==> src/rtl/tcw_pkg.sv <==
// Shared types, codes and constants of the text console writer.
`timescale 1ns / 1ps
package tcw_pkg;

  localparam int COLUMNS_DEFAULT  = 80;
  localparam int ROWS_DEFAULT     = 25;
  localparam int TAB_STOP_DEFAULT = 8;

  localparam int OP_W   = 2;
  localparam int CH_W   = 8;
  localparam int COLR_W = 4;
  localparam int ADDR_W = 11;
  localparam int LOC_W  = 11;
  localparam int ROW_W  = 5;
  localparam int COL_W  = 7;
  localparam int CELL_W = 16;

  localparam logic [OP_W-1:0] OP_PUT   = 2'd0;
  localparam logic [OP_W-1:0] OP_CLEAR = 2'd1;
  localparam logic [OP_W-1:0] OP_READ  = 2'd2;

  localparam logic [CH_W-1:0] CH_BS    = 8'h08;
  localparam logic [CH_W-1:0] CH_TAB   = 8'h09;
  localparam logic [CH_W-1:0] CH_LF    = 8'h0A;
  localparam logic [CH_W-1:0] CH_CR    = 8'h0D;
  localparam logic [CH_W-1:0] CH_SPACE = 8'h20;
  localparam logic [CH_W-1:0] CH_LAST  = 8'h7F;

  localparam logic [CELL_W-1:0] BLANK_CELL = 16'h0F20;

  typedef struct packed {
    logic [OP_W-1:0]   op;
    logic [CH_W-1:0]   ch;
    logic [COLR_W-1:0] back_color;
    logic [COLR_W-1:0] fore_color;
    logic [ADDR_W-1:0] cell_address;
  } tcw_in_t;

  typedef struct packed {
    logic [LOC_W-1:0]  cursor_location;
    logic [ROW_W-1:0]  cursor_row;
    logic [COL_W-1:0]  cursor_col;
    logic [CELL_W-1:0] cell_data;
    logic              did_scroll;
  } tcw_out_t;

  typedef struct packed {
    logic            put;
    logic            home;
    logic [CH_W-1:0] ch;
  } tcw_cur_cmd_t;

endpackage

==> src/rtl/tcw_cursor.sv <==
// Cursor registers and the control code interpreter of a put operation.
`timescale 1ns / 1ps
module tcw_cursor
  import tcw_pkg::*;
#(
  parameter int COLUMNS  = COLUMNS_DEFAULT,
  parameter int ROWS     = ROWS_DEFAULT,
  parameter int TAB_STOP = TAB_STOP_DEFAULT,
  parameter int AW       = $clog2(COLUMNS * ROWS)
) (
  input  logic             clk,
  input  logic             rst,
  input  tcw_cur_cmd_t     cmd,
  output logic [AW-1:0]    cell_index,
  output logic             printable,
  output logic             scroll,
  output logic [LOC_W-1:0] cursor_location,
  output logic [ROW_W-1:0] cursor_row,
  output logic [COL_W-1:0] cursor_col
);

  localparam int CW  = $clog2(COLUMNS);
  localparam int CTW = $clog2(COLUMNS + TAB_STOP);
  localparam int LW  = $clog2(ROWS);
  localparam int LTW = $clog2(ROWS + 1);
  localparam int PW  = $clog2(TAB_STOP);

  logic [CW-1:0]  col;
  logic [LW-1:0]  line;
  logic [PW-1:0]  phase;
  logic [CW-1:0]  col_next;
  logic [LW-1:0]  line_next;
  logic [PW-1:0]  phase_next;
  logic [CTW-1:0] col_t;
  logic [LTW-1:0] line_t;
  logic [PW-1:0]  phase_t;

  assign cell_index = AW'(line) * AW'(COLUMNS) + AW'(col);
  assign printable  = (cmd.ch >= CH_SPACE) && (cmd.ch <= CH_LAST);

  assign cursor_location = LOC_W'(cell_index);
  assign cursor_row      = ROW_W'(line);
  assign cursor_col      = COL_W'(col);

  always_comb begin
    col_t   = CTW'(col);
    line_t  = LTW'(line);
    phase_t = phase;
    unique case (cmd.ch)
      CH_BS: begin
        if (col != '0) begin
          col_t   = CTW'(col) - 1'b1;
          phase_t = (phase == '0) ? PW'(TAB_STOP - 1) : phase - 1'b1;
        end
      end
      CH_TAB: begin
        col_t   = CTW'(col) + CTW'(TAB_STOP) - CTW'(phase);
        phase_t = '0;
      end
      CH_CR: begin
        col_t   = '0;
        phase_t = '0;
      end
      CH_LF: begin
        col_t   = '0;
        line_t  = LTW'(line) + 1'b1;
        phase_t = '0;
      end
      default: begin
        if (printable) begin
          col_t   = CTW'(col) + 1'b1;
          phase_t = (phase == PW'(TAB_STOP - 1)) ? '0 : phase + 1'b1;
        end
      end
    endcase
    if (col_t >= CTW'(COLUMNS)) begin
      col_t   = '0;
      line_t  = line_t + 1'b1;
      phase_t = '0;
    end
    scroll     = (line_t >= LTW'(ROWS));
    col_next   = CW'(col_t);
    phase_next = phase_t;
    line_next  = scroll ? LW'(ROWS - 1) : LW'(line_t);
  end

  always_ff @(posedge clk) begin
    if (rst || cmd.home) begin
      col   <= '0;
      line  <= '0;
      phase <= '0;
    end else if (cmd.put) begin
      col   <= col_next;
      line  <= line_next;
      phase <= phase_next;
    end
  end

endmodule

==> config.mk <==
export PLATFORM = sky130hd
export DESIGN_NAME = tcw_cursor
export DESIGN_NICKNAME = d
export VERILOG_FILES = /design/src/rtl/tcw_pkg.sv /design/src/rtl/tcw_cursor.sv
export SDC_FILE = /design/constraint.sdc
export NUM_CORES = 1
export LEC_CHECK = 0
export BUFFER_PORTS_ARGS = -buffer_cell sky130_fd_sc_hd__buf_2
export CAP_MARGIN = 20
export CORE_UTILIZATION = 55
export CTS_CLUSTER_DIAMETER = 150
export DETAILED_ROUTE_END_ITERATION = 12
export PLACE_DENSITY = 0.84
export SETUP_SLACK_MARGIN = 0.3
export SYNTH_ARGS = -nofsm -noshare
export SYNTH_HDL_FRONTEND = slang
export SYNTH_SLANG_ARGS = --single-unit
==> constraint.sdc <==
create_clock -name clk -period 4.7 [get_ports clk]
set_input_delay 0.94 -clock clk [delete_from_list [all_inputs] [get_ports clk]]
set_output_delay 0.94 -clock clk [all_outputs]
set_load 0.01 [all_outputs]
==> results by group <==
Outcome
  – Outcome: finished clean

Critical path
  – FF-to-FF path depth: 13
  – Crit. End Element: primary output
  – WP depth: 11
  – Worst Setup Start Kind: input pin
  – Crit Path Max Fanout: 9
  – CP arrival: around 3.4 ns
  – CP top delay family: simple AND/OR/NAND/NOR gates
  – Worst Path Required: around 3.8 ns
  – CP Cell Sequence: buf_2 > or4_4 > or4_4 > buf_4 > o21ai_1 > buf_4 > o211ai_4 > o211ai_2 > nand2_2 > a21boi_1 > buf_2
  – CP Class: input pin to primary output
  – Slowest-stage cell, CP: or4_4
  – CP bufs+invs: 4
  – Crit path largest cell delay: 0.58 ns

Power
  – Switching Share: 0.258
  – Flop pwr share: 0.469
  – Power Dens Cells: approximately 110 mW/mm^2
  – Max IR drop VDD: about 0.00011 V
  – Net Sw Power: 0.0712 mW
  – Combinational Power Share: 0.145
  – LEAKAGE: 1.18 nW
  – Int Pwr: between 0.2 and 0.25 mW
  – Clk pwr share: 0.386

Final layout
  – Post-Layout Cell Count: approximately 370
  – Design Area, Final: approximately 0.0025 mm^2
  – Share of layout cells above drive strength 1: 0.254
  – Ant. Diodes: 0
  – Final core occ: 0.664
  – Nets: between 300 and 400
  – Syn-to-layout area delta: 14.1%

Global routing
  – Vias in the first global route: ~1.9k
  – Gr ovfl total: 0
  – First-pass GRT wire length: roughly 8.6 mm
  – Antenna violations before repair: 0
  – Pin count of the biggest net entering global routing: 14
  – All-Layer GR Usage: 0.256

Placement
  – PortBufs: between 40 and 50
  – Post-DP HPWL: about 3.9 mm
  – Placer Congestion: about 0.93
  – Dpl cells: 357
  – Placed cell areas: around 0.0024 mm^2

Clock tree
  – CTS root buf: clkbuf_8
  – Skew-Pair Late Insertion Delay: 0.25 ns
  – TritonCTS clock tree: yes
  – H-tree levels: 1
  – CTS Sinks: 15
  – Reg clk slew, reported paths: about 0.060 ns
  – CTS Buf Count: 3
  – Post-CTS Hold Fix Bufs: 0
  – Clock buffer depth: 2

STA
  – RSZ-0062 raised after global routing: false
  – Final setup violation count: 0
  – Worst-margin pin slew: 0.494 ns
  – Minimum clock period after layout: 4.29 ns
  – Worst rel slew slack: 0.662
  – Final period util: 0.913
  – Clock skew: 0.00598 ns
  – Final max-slew violation count: 0
  – Setup TNS: 0 ns
  – Fmax: approximately 230 MHz
  – Final hold vios: 0

Logic synthesis
  – Area fraction of the dominant cell type after synthesis: 0.156
  – Post-Syn Instances: 280
  – Syn Area/Cell: 7.73 um^2
  – Synth unique cells: 52
  – Primary FF master, synth: dfxtp_1
  – Register area share after synthesis: 0.139
  – Post-synth EDFFs: 0
  – Top cells by area, synth: ha_1 (16%), dfxtp_1 (14%), xnor2_1 (6.1%), buf_4 (5.2%), a21oi_1 (4.4%)
  – Post-synth ARST share: 0
  – Number of synthesized register bits: 15
  – YS warnings: 0
  – Mapped Area: between 0.002 and 0.0025 mm^2
  – Net Count, Synth: 322
  – Largest area contributor in the netlist: ha_1

Floorplan
  – Die Area: 0.00419 mm^2
  – Core Box Area: 0.00372 mm^2
  – Die Span Y: approximately 65 um
  – Die Wd: 64.7 um
  – Site Rows: 22
  – Top-Level Pins: 48
  – Initial Utilization: 0.582

Run
  – Max-cap violation count: 0

Hold path
  – Worst Hold Class: flip-flop to flip-flop
  – WHS Path Cells: 2

Route
  – Via count: about 2.1k
  – Total routed wirelength: slightly above 5 mm
  – Wirelength per Cell: roughly 14 um
  – DR DRC count: 0
  – Antenna-violating nets left: 0
  – Vias per std cell: between 5 and 6
  – DRT iter0 DRCs: approximately 120
  – First-pass iteration count of the detailed router: 5
-- per-stage QoR --
stage	total power, mW	setup WS, ns	hold WS (ns)
global route	0.287	0.297	0.585
finish	0.276	0.409	0.543
detailed placement	0.171	0.179	0.539
global placement	0.170	0.237	0.523
CTS	0.275	0.346	0.550
floorplan	0.158	0.365	0.482
-- final timing paths --
kind | start | endpoint | slack, ns
worst max register to register | cursor_col[5]$_SDFFE_PP0P_ | phase[1]$_SDFFE_PP0P_ | 1.50
worst min-delay path | phase[1]$_SDFFE_PP0P_ | phase[1]$_SDFFE_PP0P_ | 0.54
worst min register to register | phase[1]$_SDFFE_PP0P_ | phase[1]$_SDFFE_PP0P_ | 0.54
worst max-delay path | cmd[7] | scroll | 0.41
-- power by group through the flow --
stage	Clock [mW]	Sequential, mW	Combinational, mW
final	0.106	0.129	0.0398
after floorplan	0	0.132	0.0258
after global placement	0	0.132	0.0378
after detailed placement	0	0.132	0.0388
after global routing	0.114	0.129	0.0439
after CTS	0.107	0.129	0.0392
-- cells in the mapped netlist (2+ instances only) --
master     number
xor2_1          8
a211oi_1        4
nand2b_1        4
or4_4           2
clkbuf_1        9
o211ai_1        3
mux2i_1         3
nor3_1          7
and4_1          2
a21o_1          3
buf_4          15
dfxtp_1        15
nand3_1        12
xnor2_1        15
nand4_1         4
ha_1           27
nand3b_1        2
fa_1            3
a21oi_1        19
a2bb2oi_1       3
nor2b_1         3
nor3b_1         4
o21ai_0        17
nand2_1        21
or3b_2          2
and3_1          3
nor2_1         22
o31ai_1         2
or3_1           3
inv_1          21
-- placed cells by master, fill, tap and decap left out, types with 4 or more instances in the layout --
master,instances
buf_4,13
nand2_1,21
xor2_1,8
nand2b_1,4
o21ai_0,15
nand4_1,4
xnor2_1,14
dfxtp_1,14
buf_2,47
nor3b_1,4
a21oi_1,19
inv_1,21
nand3_1,12
nor3_1,7
nor2_1,22
ha_1,26
-- flip-flops by register name (all words and copies together), names as in the netlist --
register and flops:
cursor_col 7, cursor_row 5, phase 3
-- layout make-up --
| cell class | instances | area, um^2 |
|---|---|---|
| sequential | 15 | 302 |
| inverter | 21 | 78.8 |
| clock buffer | 4 | 45.0 |
| multi-input combinational | 219 | 1650 |
| fill | 337 | 1250 |
| timing repair buffer | 60 | 333 |
| tap | 48 | 60.1 |
-- worst reg2reg max path, delay by kind of cell (launching register included) --
family	cells	cell delay, ns
buf+inv	4	0.66
compound gates	5	1.25
xor+xnor	1	0.17
fa+ha+maj	1	0.26
simple gates	2	0.27
flops	1	0.51
-- cells by family (layout without fill, tap and decap cells) --
group / Yosys count / count (layout) / synth area share
compound gates: 66 / 66 / 0.223
fa+ha+maj: 30 / 30 / 0.184
mux: 3 / 3 / 0.0139
buf+inv: 46 / 85 / 0.109
flops: 15 / 15 / 0.139
simple gates: 97 / 97 / 0.238
xor+xnor: 23 / 23 / 0.0931
-- timing repair --
action	CTS	global route
setup buffers	4	2
pin swaps	4	3
resized for setup	1	7
endpoints found under the setup margin	1	1
-- layer usage --
| metal | wire length, um | global-route usage | up-vias |
|---|---|---|---|
| met1 | 2270 | 0.329 | 963 |
| li1 | - | - | 1058 |
| met5 | 0 | 0 | - |
| met4 | 86 | 0.0944 | 0 |
| met3 | 275 | 0.0158 | 10 |
| met2 | 2490 | 0.444 | 71 |
No activity file was read; power rests on OpenSTA's default activity.
